$ cat src/design/cmfd_pkg.sv
`timescale 1ns / 1ps
package cmfd_pkg;

  localparam int RawBits  = 16;
  localparam int FracBits = 16;

  localparam int ConfW    = 24;
  localparam int IdW      = 29;
  localparam int WordW    = 32;
  localparam int TempW    = 16;
  localparam int AccW     = 48;
  localparam int KindW    = 2;
  localparam int CfgIdxW  = 3;

  // multi-turn step: 24-bit difference plus wrap correction
  localparam int ErrW     = ConfW + 2;

  localparam int MulAW    = ErrW;
  localparam int MulBW    = ConfW;
  localparam int MulPW    = MulAW + MulBW;
  localparam int MulCntW  = $clog2(MulBW);

  localparam int DivW     = RawBits + ConfW + 1;
  localparam int DivCntW  = $clog2(DivW);

  localparam logic [RawBits:0] Denom = (RawBits + 1)'((1 << RawBits) - 1);

  localparam longint unsigned PiQ30    = 64'd3373259426;
  localparam longint unsigned TwoPiQ30 = 64'd6746518852;
  localparam longint unsigned DeadQ30  = 64'd10737418;
  localparam longint unsigned RndAdd   = 64'd1 << (29 - FracBits);

  localparam logic signed [ErrW-1:0] Pi    = ErrW'((PiQ30 + RndAdd) >> (30 - FracBits));
  localparam logic signed [ErrW-1:0] TwoPi = ErrW'((TwoPiQ30 + RndAdd) >> (30 - FracBits));
  localparam logic signed [ErrW-1:0] Dead  = ErrW'((DeadQ30 + RndAdd) >> (30 - FracBits));

  localparam logic [KindW-1:0] KindIgnored = 2'd0;
  localparam logic [KindW-1:0] KindStatus  = 2'd1;
  localparam logic [KindW-1:0] KindError   = 2'd2;

  localparam logic [4:0] TypeStatusA = 5'h02;
  localparam logic [4:0] TypeStatusB = 5'h12;
  localparam logic [4:0] TypeError   = 5'h15;

  localparam logic [CfgIdxW-1:0] RegMotorAddress = 3'd0;
  localparam logic [CfgIdxW-1:0] RegAngleMin     = 3'd1;
  localparam logic [CfgIdxW-1:0] RegAngleSpan    = 3'd2;
  localparam logic [CfgIdxW-1:0] RegSpeedMin     = 3'd3;
  localparam logic [CfgIdxW-1:0] RegSpeedSpan    = 3'd4;
  localparam logic [CfgIdxW-1:0] RegTorqueMin    = 3'd5;
  localparam logic [CfgIdxW-1:0] RegTorqueSpan   = 3'd6;
  localparam logic [CfgIdxW-1:0] RegInvGearRatio = 3'd7;

  localparam int InDataW  = 96;
  localparam int OutDataW = 168;
  localparam int OutUsedW = 3 * ConfW + TempW + ConfW + 1 + AccW;

endpackage

$ cat src/design/cmfd_mul_serial.sv
`timescale 1ns / 1ps
module cmfd_mul_serial (
  input  logic                                   clk_i,
  input  logic                                   rst_ni,
  input  logic                                   start_i,
  input  logic signed [cmfd_pkg::MulAW-1:0]      mcand_i,
  input  logic        [cmfd_pkg::MulBW-1:0]      mplier_i,
  output logic                                   done_o,
  output logic signed [cmfd_pkg::MulPW-1:0]      prod_o
);

  logic                               busy_q, busy_d;
  logic                               done_q, done_d;
  logic [cmfd_pkg::MulCntW-1:0]       cnt_q, cnt_d;
  logic signed [cmfd_pkg::MulAW-1:0]  mcand_q, mcand_d;
  logic [cmfd_pkg::MulBW-1:0]         mplier_q, mplier_d;
  logic signed [cmfd_pkg::MulAW-1:0]  hi_q, hi_d;
  logic [cmfd_pkg::MulBW-1:0]         lo_q, lo_d;
  logic signed [cmfd_pkg::MulAW:0]    addend;
  logic signed [cmfd_pkg::MulAW:0]    sum;

  always_comb begin
    addend   = mplier_q[0] ? {mcand_q[cmfd_pkg::MulAW-1], mcand_q} : '0;
    sum      = {hi_q[cmfd_pkg::MulAW-1], hi_q} + addend;
    busy_d   = busy_q;
    done_d   = 1'b0;
    cnt_d    = cnt_q;
    mcand_d  = mcand_q;
    mplier_d = mplier_q;
    hi_d     = hi_q;
    lo_d     = lo_q;
    if (start_i) begin
      busy_d   = 1'b1;
      cnt_d    = '0;
      mcand_d  = mcand_i;
      mplier_d = mplier_i;
      hi_d     = '0;
      lo_d     = '0;
    end else if (busy_q) begin
      hi_d     = sum[cmfd_pkg::MulAW:1];
      lo_d     = {sum[0], lo_q[cmfd_pkg::MulBW-1:1]};
      mplier_d = mplier_q >> 1;
      cnt_d    = cnt_q + 1'b1;
      if (cnt_q == cmfd_pkg::MulCntW'(cmfd_pkg::MulBW - 1)) begin
        busy_d = 1'b0;
        done_d = 1'b1;
      end
    end
  end

  always_ff @(posedge clk_i or negedge rst_ni) begin
    if (!rst_ni) begin
      busy_q <= 1'b0;
      done_q <= 1'b0;
      cnt_q  <= '0;
    end else begin
      busy_q <= busy_d;
      done_q <= done_d;
      cnt_q  <= cnt_d;
    end
  end

  always_ff @(posedge clk_i) begin
    mcand_q  <= mcand_d;
    mplier_q <= mplier_d;
    hi_q     <= hi_d;
    lo_q     <= lo_d;
  end

  assign done_o = done_q;
  assign prod_o = {hi_q, lo_q};

endmodule

$ cat src/design/cmfd_div_const.sv
`timescale 1ns / 1ps
module cmfd_div_const (
  input  logic                          clk_i,
  input  logic                          rst_ni,
  input  logic                          start_i,
  input  logic [cmfd_pkg::DivW-1:0]     dividend_i,
  output logic                          done_o,
  output logic [cmfd_pkg::DivW-1:0]     quot_o
);

  logic                              busy_q, busy_d;
  logic                              done_q, done_d;
  logic [cmfd_pkg::DivCntW-1:0]      cnt_q, cnt_d;
  logic [cmfd_pkg::DivW-1:0]         dvd_q, dvd_d;
  logic [cmfd_pkg::DivW-1:0]         quot_q, quot_d;
  logic [cmfd_pkg::RawBits-1:0]      rem_q, rem_d;
  logic [cmfd_pkg::RawBits:0]        trial;
  logic [cmfd_pkg::RawBits:0]        diff;
  logic                              ge;

  always_comb begin
    trial  = {rem_q, dvd_q[cmfd_pkg::DivW-1]};
    diff   = trial - cmfd_pkg::Denom;
    ge     = (trial >= cmfd_pkg::Denom);
    busy_d = busy_q;
    done_d = 1'b0;
    cnt_d  = cnt_q;
    dvd_d  = dvd_q;
    quot_d = quot_q;
    rem_d  = rem_q;
    if (start_i) begin
      busy_d = 1'b1;
      cnt_d  = '0;
      dvd_d  = dividend_i;
      quot_d = '0;
      rem_d  = '0;
    end else if (busy_q) begin
      dvd_d  = dvd_q << 1;
      quot_d = {quot_q[cmfd_pkg::DivW-2:0], ge};
      rem_d  = ge ? diff[cmfd_pkg::RawBits-1:0] : trial[cmfd_pkg::RawBits-1:0];
      cnt_d  = cnt_q + 1'b1;
      if (cnt_q == cmfd_pkg::DivCntW'(cmfd_pkg::DivW - 1)) begin
        busy_d = 1'b0;
        done_d = 1'b1;
      end
    end
  end

  always_ff @(posedge clk_i or negedge rst_ni) begin
    if (!rst_ni) begin
      busy_q <= 1'b0;
      done_q <= 1'b0;
      cnt_q  <= '0;
    end else begin
      busy_q <= busy_d;
      done_q <= done_d;
      cnt_q  <= cnt_d;
    end
  end

  always_ff @(posedge clk_i) begin
    dvd_q  <= dvd_d;
    quot_q <= quot_d;
    rem_q  <= rem_d;
  end

  assign done_o = done_q;
  assign quot_o = quot_q;

endmodule

$ cat src/design/can_motor_feedback_decoder_top.sv
`timescale 1ns / 1ps
// Motor feedback decoder: one CAN frame per input transfer, one result per frame.
// A status frame passes each of angle, speed and torque through a shared
// bit-serial multiplier and a bit-serial divider by the raw full scale, and a
// multi-turn step uses the multiplier once more. Ignored and error frames skip
// the arithmetic. A new frame is taken while the previous result still waits
// in the output register.
module can_motor_feedback_decoder_top (
  input  logic                               clk_i,
  input  logic                               rst_ni,
  input  logic                               cfg_we_i,
  input  logic [cmfd_pkg::CfgIdxW-1:0]       cfg_index_i,
  input  logic [cmfd_pkg::ConfW-1:0]         cfg_data_i,
  input  logic                               s_axis_tvalid,
  output logic                               s_axis_tready,
  // frame_id, payload_front, payload_back, zero fill
  input  logic [cmfd_pkg::InDataW-1:0]       s_axis_tdata,
  // is_extended
  input  logic                               s_axis_tuser,
  output logic                               m_axis_tvalid,
  input  logic                               m_axis_tready,
  // angle, speed, torque, temperature_tenths, fault_code, enabled,
  // multi_turn_angle, zero fill
  output logic [cmfd_pkg::OutDataW-1:0]      m_axis_tdata,
  // frame_kind
  output logic [cmfd_pkg::KindW-1:0]         m_axis_tuser
);

  localparam int StW = 3;
  localparam logic [StW-1:0] StIdle   = 3'd0;
  localparam logic [StW-1:0] StDecode = 3'd1;
  localparam logic [StW-1:0] StMul    = 3'd2;
  localparam logic [StW-1:0] StDiv    = 3'd3;
  localparam logic [StW-1:0] StStep   = 3'd4;
  localparam logic [StW-1:0] StTurn   = 3'd5;
  localparam logic [StW-1:0] StWrite  = 3'd6;

  localparam logic [1:0] FldAngle  = 2'd0;
  localparam logic [1:0] FldSpeed  = 2'd1;
  localparam logic [1:0] FldTorque = 2'd2;

  localparam int CW = cmfd_pkg::ConfW;
  localparam int WW = cmfd_pkg::WordW;

  logic [StW-1:0]                    state_q, state_d;
  logic [1:0]                        fld_q, fld_d;
  logic [cmfd_pkg::KindW-1:0]        kind_q, kind_d;

  logic [cmfd_pkg::IdW-1:0]          id_q;
  logic                              ext_q;
  logic [WW-1:0]                     front_q, back_q;

  logic [7:0]                        motor_address_q;
  logic [CW-1:0]                     angle_min_q, angle_span_q;
  logic [CW-1:0]                     speed_min_q, speed_span_q;
  logic [CW-1:0]                     torque_min_q, torque_span_q;
  logic [CW-1:0]                     inv_gear_q;

  logic signed [CW-1:0]              angle_q, angle_d;
  logic signed [CW-1:0]              speed_q, speed_d;
  logic signed [CW-1:0]              torque_q, torque_d;
  logic [cmfd_pkg::TempW-1:0]        temp_q, temp_d;
  logic [CW-1:0]                     fault_q, fault_d;
  logic                              enabled_q, enabled_d;
  logic signed [CW-1:0]              prev_q, prev_d;
  logic                              prev_valid_q, prev_valid_d;
  logic [cmfd_pkg::AccW-1:0]         accum_q, accum_d;

  logic                              m_valid_q, m_valid_d;
  logic [cmfd_pkg::OutDataW-1:0]     m_data_q, m_data_d;
  logic [cmfd_pkg::KindW-1:0]        m_user_q, m_user_d;

  logic                              mul_start;
  logic signed [cmfd_pkg::MulAW-1:0] mul_a;
  logic [cmfd_pkg::MulBW-1:0]        mul_b;
  logic                              mul_done;
  logic signed [cmfd_pkg::MulPW-1:0] mul_prod;
  logic                              div_start;
  logic [cmfd_pkg::DivW-1:0]         div_dvd;
  logic                              div_done;
  logic [cmfd_pkg::DivW-1:0]         div_quot;

  logic [1:0]                        sel_fld;
  logic [15:0]                       raw16;
  logic [CW-1:0]                     sel_span;
  logic [CW-1:0]                     cur_min;
  logic signed [cmfd_pkg::ErrW-1:0]  mapped;
  logic signed [CW-1:0]              mapped_sat;
  logic                              match;
  logic                              is_status;
  logic                              is_error;
  logic [4:0]                        ftype;
  logic signed [CW-1:0]              prev_eff;
  logic signed [cmfd_pkg::ErrW-1:0]  err;
  logic signed [cmfd_pkg::ErrW-1:0]  stp;
  logic                              big;
  logic signed [cmfd_pkg::MulPW-1:0] shifted;
  logic                              s_fire;
  logic                              out_free;

  cmfd_mul_serial u_mul (
    .clk_i    (clk_i),
    .rst_ni   (rst_ni),
    .start_i  (mul_start),
    .mcand_i  (mul_a),
    .mplier_i (mul_b),
    .done_o   (mul_done),
    .prod_o   (mul_prod)
  );

  cmfd_div_const u_div (
    .clk_i      (clk_i),
    .rst_ni     (rst_ni),
    .start_i    (div_start),
    .dividend_i (div_dvd),
    .done_o     (div_done),
    .quot_o     (div_quot)
  );

  assign s_axis_tready = (state_q == StIdle);
  assign s_fire        = s_axis_tvalid && s_axis_tready;
  assign out_free      = !m_valid_q || m_axis_tready;

  assign ftype     = id_q[28:24];
  assign match     = ext_q && (id_q[15:8] == motor_address_q);
  assign is_status = (ftype == cmfd_pkg::TypeStatusA) || (ftype == cmfd_pkg::TypeStatusB);
  assign is_error  = (ftype == cmfd_pkg::TypeError);

  // field whose multiplication starts this cycle
  assign sel_fld = (state_q == StDecode) ? FldAngle : fld_q + 2'd1;

  always_comb begin
    unique case (sel_fld)
      FldAngle: begin
        raw16    = front_q[31:16];
        sel_span = angle_span_q;
      end
      FldSpeed: begin
        raw16    = front_q[15:0];
        sel_span = speed_span_q;
      end
      FldTorque: begin
        raw16    = back_q[31:16];
        sel_span = torque_span_q;
      end
      default: begin
        raw16    = '0;
        sel_span = '0;
      end
    endcase
  end

  always_comb begin
    unique case (fld_q)
      FldAngle:  cur_min = angle_min_q;
      FldSpeed:  cur_min = speed_min_q;
      FldTorque: cur_min = torque_min_q;
      default:   cur_min = '0;
    endcase
  end

  // min + quotient, then saturate to the field range
  always_comb begin
    mapped = {{2{cur_min[CW-1]}}, cur_min} +
             {1'b0, div_quot[CW:0]};
    if (mapped[cmfd_pkg::ErrW-1:CW-1] == '0 ||
        mapped[cmfd_pkg::ErrW-1:CW-1] == '1) begin
      mapped_sat = mapped[CW-1:0];
    end else if (mapped[cmfd_pkg::ErrW-1]) begin
      mapped_sat = {1'b1, {(CW-1){1'b0}}};
    end else begin
      mapped_sat = {1'b0, {(CW-1){1'b1}}};
    end
  end

  always_comb begin
    prev_eff = prev_valid_q ? prev_q : angle_q;
    err      = {{2{angle_q[CW-1]}}, angle_q} - {{2{prev_eff[CW-1]}}, prev_eff};
    big      = (err > cmfd_pkg::Dead) || (err < -cmfd_pkg::Dead);
    priority if (err < -cmfd_pkg::Pi) begin
      stp = err + cmfd_pkg::TwoPi;
    end else if (err > cmfd_pkg::Pi) begin
      stp = err - cmfd_pkg::TwoPi;
    end else begin
      stp = err;
    end
    shifted = mul_prod >>> cmfd_pkg::FracBits;
  end

  assign div_dvd = {1'b0, mul_prod[cmfd_pkg::RawBits+CW-1:0]} +
                   (cmfd_pkg::DivW'(1) << (cmfd_pkg::RawBits - 1));

  always_comb begin
    state_d      = state_q;
    fld_d        = fld_q;
    kind_d       = kind_q;
    angle_d      = angle_q;
    speed_d      = speed_q;
    torque_d     = torque_q;
    temp_d       = temp_q;
    fault_d      = fault_q;
    enabled_d    = enabled_q;
    prev_d       = prev_q;
    prev_valid_d = prev_valid_q;
    accum_d      = accum_q;
    m_valid_d    = m_valid_q && !m_axis_tready;
    m_data_d     = m_data_q;
    m_user_d     = m_user_q;
    mul_start    = 1'b0;
    mul_a        = {2'b00, sel_span};
    mul_b        = cmfd_pkg::MulBW'(raw16[cmfd_pkg::RawBits-1:0]);
    div_start    = 1'b0;

    unique case (state_q)
      StIdle: begin
        if (s_fire) begin
          state_d = StDecode;
        end
      end
      StDecode: begin
        if (match && is_status) begin
          mul_start = 1'b1;
          fld_d     = FldAngle;
          state_d   = StMul;
        end else if (match && is_error) begin
          fault_d = {front_q[15:8], front_q[23:16], front_q[31:24]};
          kind_d  = cmfd_pkg::KindError;
          state_d = StWrite;
        end else begin
          kind_d  = cmfd_pkg::KindIgnored;
          state_d = StWrite;
        end
      end
      StMul: begin
        if (mul_done) begin
          div_start = 1'b1;
          state_d   = StDiv;
        end
      end
      StDiv: begin
        if (div_done) begin
          unique case (fld_q)
            FldAngle:  angle_d  = mapped_sat;
            FldSpeed:  speed_d  = mapped_sat;
            FldTorque: torque_d = mapped_sat;
            default:   angle_d  = angle_q;
          endcase
          if (fld_q == FldTorque) begin
            temp_d    = back_q[15:0];
            fault_d   = {{(CW-6){1'b0}}, id_q[21:16]};
            enabled_d = (id_q[23:22] == 2'b10);
            kind_d    = cmfd_pkg::KindStatus;
            state_d   = StStep;
          end else begin
            mul_start = 1'b1;
            fld_d     = sel_fld;
            state_d   = StMul;
          end
        end
      end
      StStep: begin
        if (big) begin
          mul_start = 1'b1;
          mul_a     = stp;
          mul_b     = inv_gear_q;
          state_d   = StTurn;
        end else begin
          prev_d       = angle_q;
          prev_valid_d = 1'b1;
          state_d      = StWrite;
        end
      end
      StTurn: begin
        if (mul_done) begin
          accum_d      = accum_q + shifted[cmfd_pkg::AccW-1:0];
          prev_d       = angle_q;
          prev_valid_d = 1'b1;
          state_d      = StWrite;
        end
      end
      StWrite: begin
        if (out_free) begin
          m_valid_d = 1'b1;
          m_data_d  = {{(cmfd_pkg::OutDataW - cmfd_pkg::OutUsedW){1'b0}},
                       accum_q, enabled_q, fault_q, temp_q, torque_q, speed_q, angle_q};
          m_user_d  = kind_q;
          state_d   = StIdle;
        end
      end
      default: begin
        state_d = StIdle;
      end
    endcase
  end

  always_ff @(posedge clk_i or negedge rst_ni) begin
    if (!rst_ni) begin
      state_q      <= StIdle;
      fld_q        <= FldAngle;
      kind_q       <= cmfd_pkg::KindIgnored;
      angle_q      <= '0;
      speed_q      <= '0;
      torque_q     <= '0;
      temp_q       <= '0;
      fault_q      <= '0;
      enabled_q    <= 1'b0;
      prev_q       <= '0;
      prev_valid_q <= 1'b0;
      accum_q      <= '0;
      m_valid_q    <= 1'b0;
    end else begin
      state_q      <= state_d;
      fld_q        <= fld_d;
      kind_q       <= kind_d;
      angle_q      <= angle_d;
      speed_q      <= speed_d;
      torque_q     <= torque_d;
      temp_q       <= temp_d;
      fault_q      <= fault_d;
      enabled_q    <= enabled_d;
      prev_q       <= prev_d;
      prev_valid_q <= prev_valid_d;
      accum_q      <= accum_d;
      m_valid_q    <= m_valid_d;
    end
  end

  always_ff @(posedge clk_i) begin
    m_data_q <= m_data_d;
    m_user_q <= m_user_d;
    if (s_fire) begin
      id_q    <= s_axis_tdata[cmfd_pkg::IdW-1:0];
      front_q <= s_axis_tdata[cmfd_pkg::IdW+WW-1:cmfd_pkg::IdW];
      back_q  <= s_axis_tdata[cmfd_pkg::IdW+2*WW-1:cmfd_pkg::IdW+WW];
      ext_q   <= s_axis_tuser;
    end
  end

  always_ff @(posedge clk_i or negedge rst_ni) begin
    if (!rst_ni) begin
      motor_address_q <= 8'd0;
      angle_min_q     <= CW'(-823788);
      angle_span_q    <= CW'(1647575);
      speed_min_q     <= CW'(-2162688);
      speed_span_q    <= CW'(4325376);
      torque_min_q    <= CW'(-917504);
      torque_span_q   <= CW'(1835008);
      inv_gear_q      <= CW'(65536);
    end else if (cfg_we_i) begin
      unique case (cfg_index_i)
        cmfd_pkg::RegMotorAddress: motor_address_q <= cfg_data_i[7:0];
        cmfd_pkg::RegAngleMin:     angle_min_q     <= cfg_data_i;
        cmfd_pkg::RegAngleSpan:    angle_span_q    <= cfg_data_i;
        cmfd_pkg::RegSpeedMin:     speed_min_q     <= cfg_data_i;
        cmfd_pkg::RegSpeedSpan:    speed_span_q    <= cfg_data_i;
        cmfd_pkg::RegTorqueMin:    torque_min_q    <= cfg_data_i;
        cmfd_pkg::RegTorqueSpan:   torque_span_q   <= cfg_data_i;
        cmfd_pkg::RegInvGearRatio: inv_gear_q      <= cfg_data_i;
        default:                   inv_gear_q      <= inv_gear_q;
      endcase
    end
  end

  assign m_axis_tvalid = m_valid_q;
  assign m_axis_tdata  = m_data_q;
  assign m_axis_tuser  = m_user_q;

endmodule

$ cat config.mk
export PLATFORM = sky130hd
export DESIGN_NAME = can_motor_feedback_decoder_top
export DESIGN_NICKNAME = d
export VERILOG_FILES = /design/src/design/cmfd_pkg.sv /design/src/design/cmfd_mul_serial.sv /design/src/design/cmfd_div_const.sv /design/src/design/can_motor_feedback_decoder_top.sv
export SDC_FILE = /design/constraint.sdc
export NUM_CORES = 1
export LEC_CHECK = 0
export BUFFER_PORTS_ARGS = -buffer_cell sky130_fd_sc_hd__buf_4
export CAP_MARGIN = 20
export CELL_PAD_IN_SITES_DETAIL_PLACEMENT = 1
export CELL_PAD_IN_SITES_GLOBAL_PLACEMENT = 1
export CORE_UTILIZATION = 25
export CTS_CLUSTER_SIZE = 24
export DETAILED_ROUTE_END_ITERATION = 10
export HOLD_SLACK_MARGIN = 0.03
export PLACE_DENSITY = 0.57
export SYNTH_ARGS = -nofsm -noshare
export SYNTH_HDL_FRONTEND = slang
export SYNTH_HIERARCHICAL = 1
export SYNTH_SLANG_ARGS = --single-unit
$ cat constraint.sdc
create_clock -name clk_i -period 25.7 [get_ports clk_i]
set_clock_uncertainty 0.1 [all_clocks]
set_input_delay 2.57 -clock clk_i [delete_from_list [all_inputs] [get_ports clk_i]]
set_output_delay 2.57 -clock clk_i [all_outputs]
set_load 0.005 [all_outputs]
==> results.md <==
| Quantity | Reported |
| --- | --- |
| Initial core utilization | 0.2516 |
| Die Footprint | 163200 sq um |
| Slew at the pin closest to its max-slew limit | 1.231 ns |
| Global placement routability congestion | 0.8059 |
| Vias | 28830 |
| # Max-Cap Violations | 0 |
| Storage cell area | 21720 sq um |
| Number of buffers created by CTS | 98 |
| Crit path from | prev_valid_q |
| # rows | 147 |
| Max Clock Freq | 0.1648 GHz |
| Clock edge transition at the registers on the reported setup and hold paths | 0.06 ns |
| Worst setup path endpoint | u_mul/hi_q[13] |
| Required arrival time at the worst endpoint | 26.25 ns |
| Violation count after the first detailed-route iteration | 1722 |
| Insertion delay to the later sink of the worst-skew pair | 0.73 ns |
| Post-layout util | 0.2988 |
| Layout overhead on the synthesized area | 18.78% |
| Status | completed |
| Critical path class | reg -> reg |
| Placeable core region | 160600 sq um |
| Routed Antenna Nets | 0 |
| Hold WC Path Type | reg -> reg |
| Final HPWL from detailed placement | 83.56 mm |
| Maximum level of the CTS H-tree | 3 |
| First-pass GRT wire length | 183.6 mm |
| Share of cells above drive strength 1 | 0.2144 |
| Number of sinks handled by clock tree synthesis | 816 |
| CTS-repair resized insts | 0 |
| Number of placed I/O pins | 301 |
| # setup viols final | 0 |
| Pin count of the biggest net entering global routing | 164 |
| Final worst path period share | 0.2361 |
| Sum Neg Setup Slack | 0 ns |
| Reg-to-reg endpoint | u_mul/hi_q[13] |
| Count of mapped cells out of synthesis | 3582 |
| RSZ-0062 raised after global routing | no |
| Power per unit of standard cell area | 73.50 nW/um^2 |
| Normalized max-slew margin | 0.1727 |
| Routed length per placed instance | 19.73 um |
| Drt via density | 4.755 |
| Overall track demand over capacity in global routing | 0.1450 |
| R2R Setup Slk | 19.63 ns |
| Total grt overflow | 0 |
| Area of combinational cells with multiple inputs | 17620 sq um |
| Floorplan die width | 404.0 um |
| Number of global-route vias before repair | 29920 |
| First drt pass iteration count | 6 |
| Static leakage power | 19.45 nW |
| Final Max Slew Viols | 0 |
| Post-route cell area | 47980 sq um |
| Largest driver fanout on the critical path | 33 |
| Synth Cell Area | 40390 sq um |
| Final-report hold violation count | 0 |
| Worst Setup End Kind | register |
| Hold bufs inserted after CTS | 0 |
| Area after DPL | 44780 sq um |
| DRC violation count after routing | 0 |
| Port bufs | 282 |
| Worst VDD drop | 0.00005225 V |
| Initial antenna violation count | 17 |
| Syn avg cell area | 11.28 sq um |
| Die Y | 404.0 um |
| Sum of routed wire length over all layers | 119.7 mm |
| Kind of launch point of the worst setup path | register |
| Number of warnings printed during yosys synthesis | 6 |
| Minimum clock period after layout | 6.068 ns |
| Layout Nets | 4081 |
| Depth of the worst register-to-register path | 16 |
| Worst reg2reg startpoint | prev_valid_q |
| Clock Path Buffers | 3 |
| Filler cell count | 17780 |
| Clock tree from TritonCTS | done |
| Number of setup buffers added after CTS | 0 |
| Root Buffer Master | sky130_fd_sc_hd__clkbuf_16 |
| Worst EP arrival | 6.62 ns |
-- power breakdown --
group / total [mW] / switching (mW) / internal (mW)
clock: 1.38 / 0.592 / 0.787
combinational: 0.526 / 0.304 / 0.222
sequential: 1.62 / 0.0802 / 1.54
total: 3.53 / 0.976 / 2.55
-- state kept, by name (all words and copies together), names as in the netlist, 25 cells and up --
| name | flops |
|---|---|
| u_div/dvd_q | 41 |
| u_mul/hi_q | 26 |
| accum_q | 48 |
| m_axis_tdata | 161 |
| u_mul/mcand_q | 26 |
| front_q | 32 |
| u_div/quot_o | 25 |
| back_q | 32 |
-- cell usage in the layout, fill, tap and decap left out, types with 50 or more instances in the layout --
master and n:
sky130_fd_sc_hd__edfxtp_1 340, sky130_fd_sc_hd__dfrtp_1 339, sky130_fd_sc_hd__nand2_1 326, sky130_fd_sc_hd__buf_4 326, sky130_fd_sc_hd__nor2_1 280, sky130_fd_sc_hd__mux2_2 246
sky130_fd_sc_hd__a21oi_1 209, sky130_fd_sc_hd__o21ai_0 158, sky130_fd_sc_hd__ha_1 133, sky130_fd_sc_hd__clkbuf_16 99, sky130_fd_sc_hd__mux2i_1 93, sky130_fd_sc_hd__dfxtp_1 91
sky130_fd_sc_hd__xnor2_1 90, sky130_fd_sc_hd__nand3_1 88, sky130_fd_sc_hd__a21o_1 74, sky130_fd_sc_hd__inv_1 68, sky130_fd_sc_hd__xor2_1 62, sky130_fd_sc_hd__and2_1 50
-- layout make-up --
cell class              instances  share of cell area
flip-flops and latches        816              0.4528
multi-input cells            2502              0.3671
clock buffers                 136             0.05682
well taps                    2160             0.05633
repair buffers                328             0.05174
clock inverters                48            0.009597
inverters                      69            0.005398
diodes                          4           0.0002086
-- worst min path at each step --
| stage | slack (ns) | start | cells after the start | endpoint |
|---|---|---|---|---|
| global route | 0.35 | temp_q[13] | 0 | m_axis_tdata[85] |
| global placement | 0.32 | back_q[4] | 2 | temp_q[4] |
| CTS | 0.34 | speed_q[4] | 0 | m_axis_tdata[28] |
| finish | 0.34 | back_q[6] | 2 | temp_q[6] |
| floorplan | 0.31 | back_q[0] | 2 | temp_q[0] |
| detailed placement | 0.33 | back_q[6] | 2 | temp_q[6] |
-- worst max-delay path, stage by stage (launching register included) --
cell and delay (ns):
sky130_fd_sc_hd__dfrtp_1 0.32, sky130_fd_sc_hd__buf_4 0.38, sky130_fd_sc_hd__mux2i_1 0.25, sky130_fd_sc_hd__ha_1 0.38
sky130_fd_sc_hd__a21oi_1 0.34, sky130_fd_sc_hd__o211ai_1 0.17, sky130_fd_sc_hd__a21oi_1 0.32, sky130_fd_sc_hd__o21ai_0 0.19
sky130_fd_sc_hd__xnor2_1 0.79, sky130_fd_sc_hd__nand4_1 0.27, sky130_fd_sc_hd__nor2_1 0.15, sky130_fd_sc_hd__or4b_4 0.54
sky130_fd_sc_hd__nand3_4 0.11, sky130_fd_sc_hd__nand2_4 0.31, sky130_fd_sc_hd__nand2b_1 0.74, sky130_fd_sc_hd__or3_1 0.56
sky130_fd_sc_hd__nand3_1 0.07
-- metrics by stage --
stage	setup slack, ns	std cells	total power, mW	hold slack (ns)
floorplan	5.091	3588	1.927	0.3146
global placement	19.69	5874	2.174	0.3241
detailed placement	19.67	5874	2.185	0.3279
CTS	19.59	6058	3.594	0.3404
global route	19.06	6059	3.691	0.3498
finish	19.63	6063	3.526	0.3362
-- metal layers --
metal,GRT usage,share of wire,vias up,routed length [um]
met5,0,0.0012,-,138
met4,0.03961,0.025,20,2938
met3,0.02909,0.046,173,5446
met2,0.2312,0.46,500,54970
met1,0.1986,0.47,14480,56160
li1,-,-,13660,-
No activity file was read; power rests on OpenSTA's default activity.
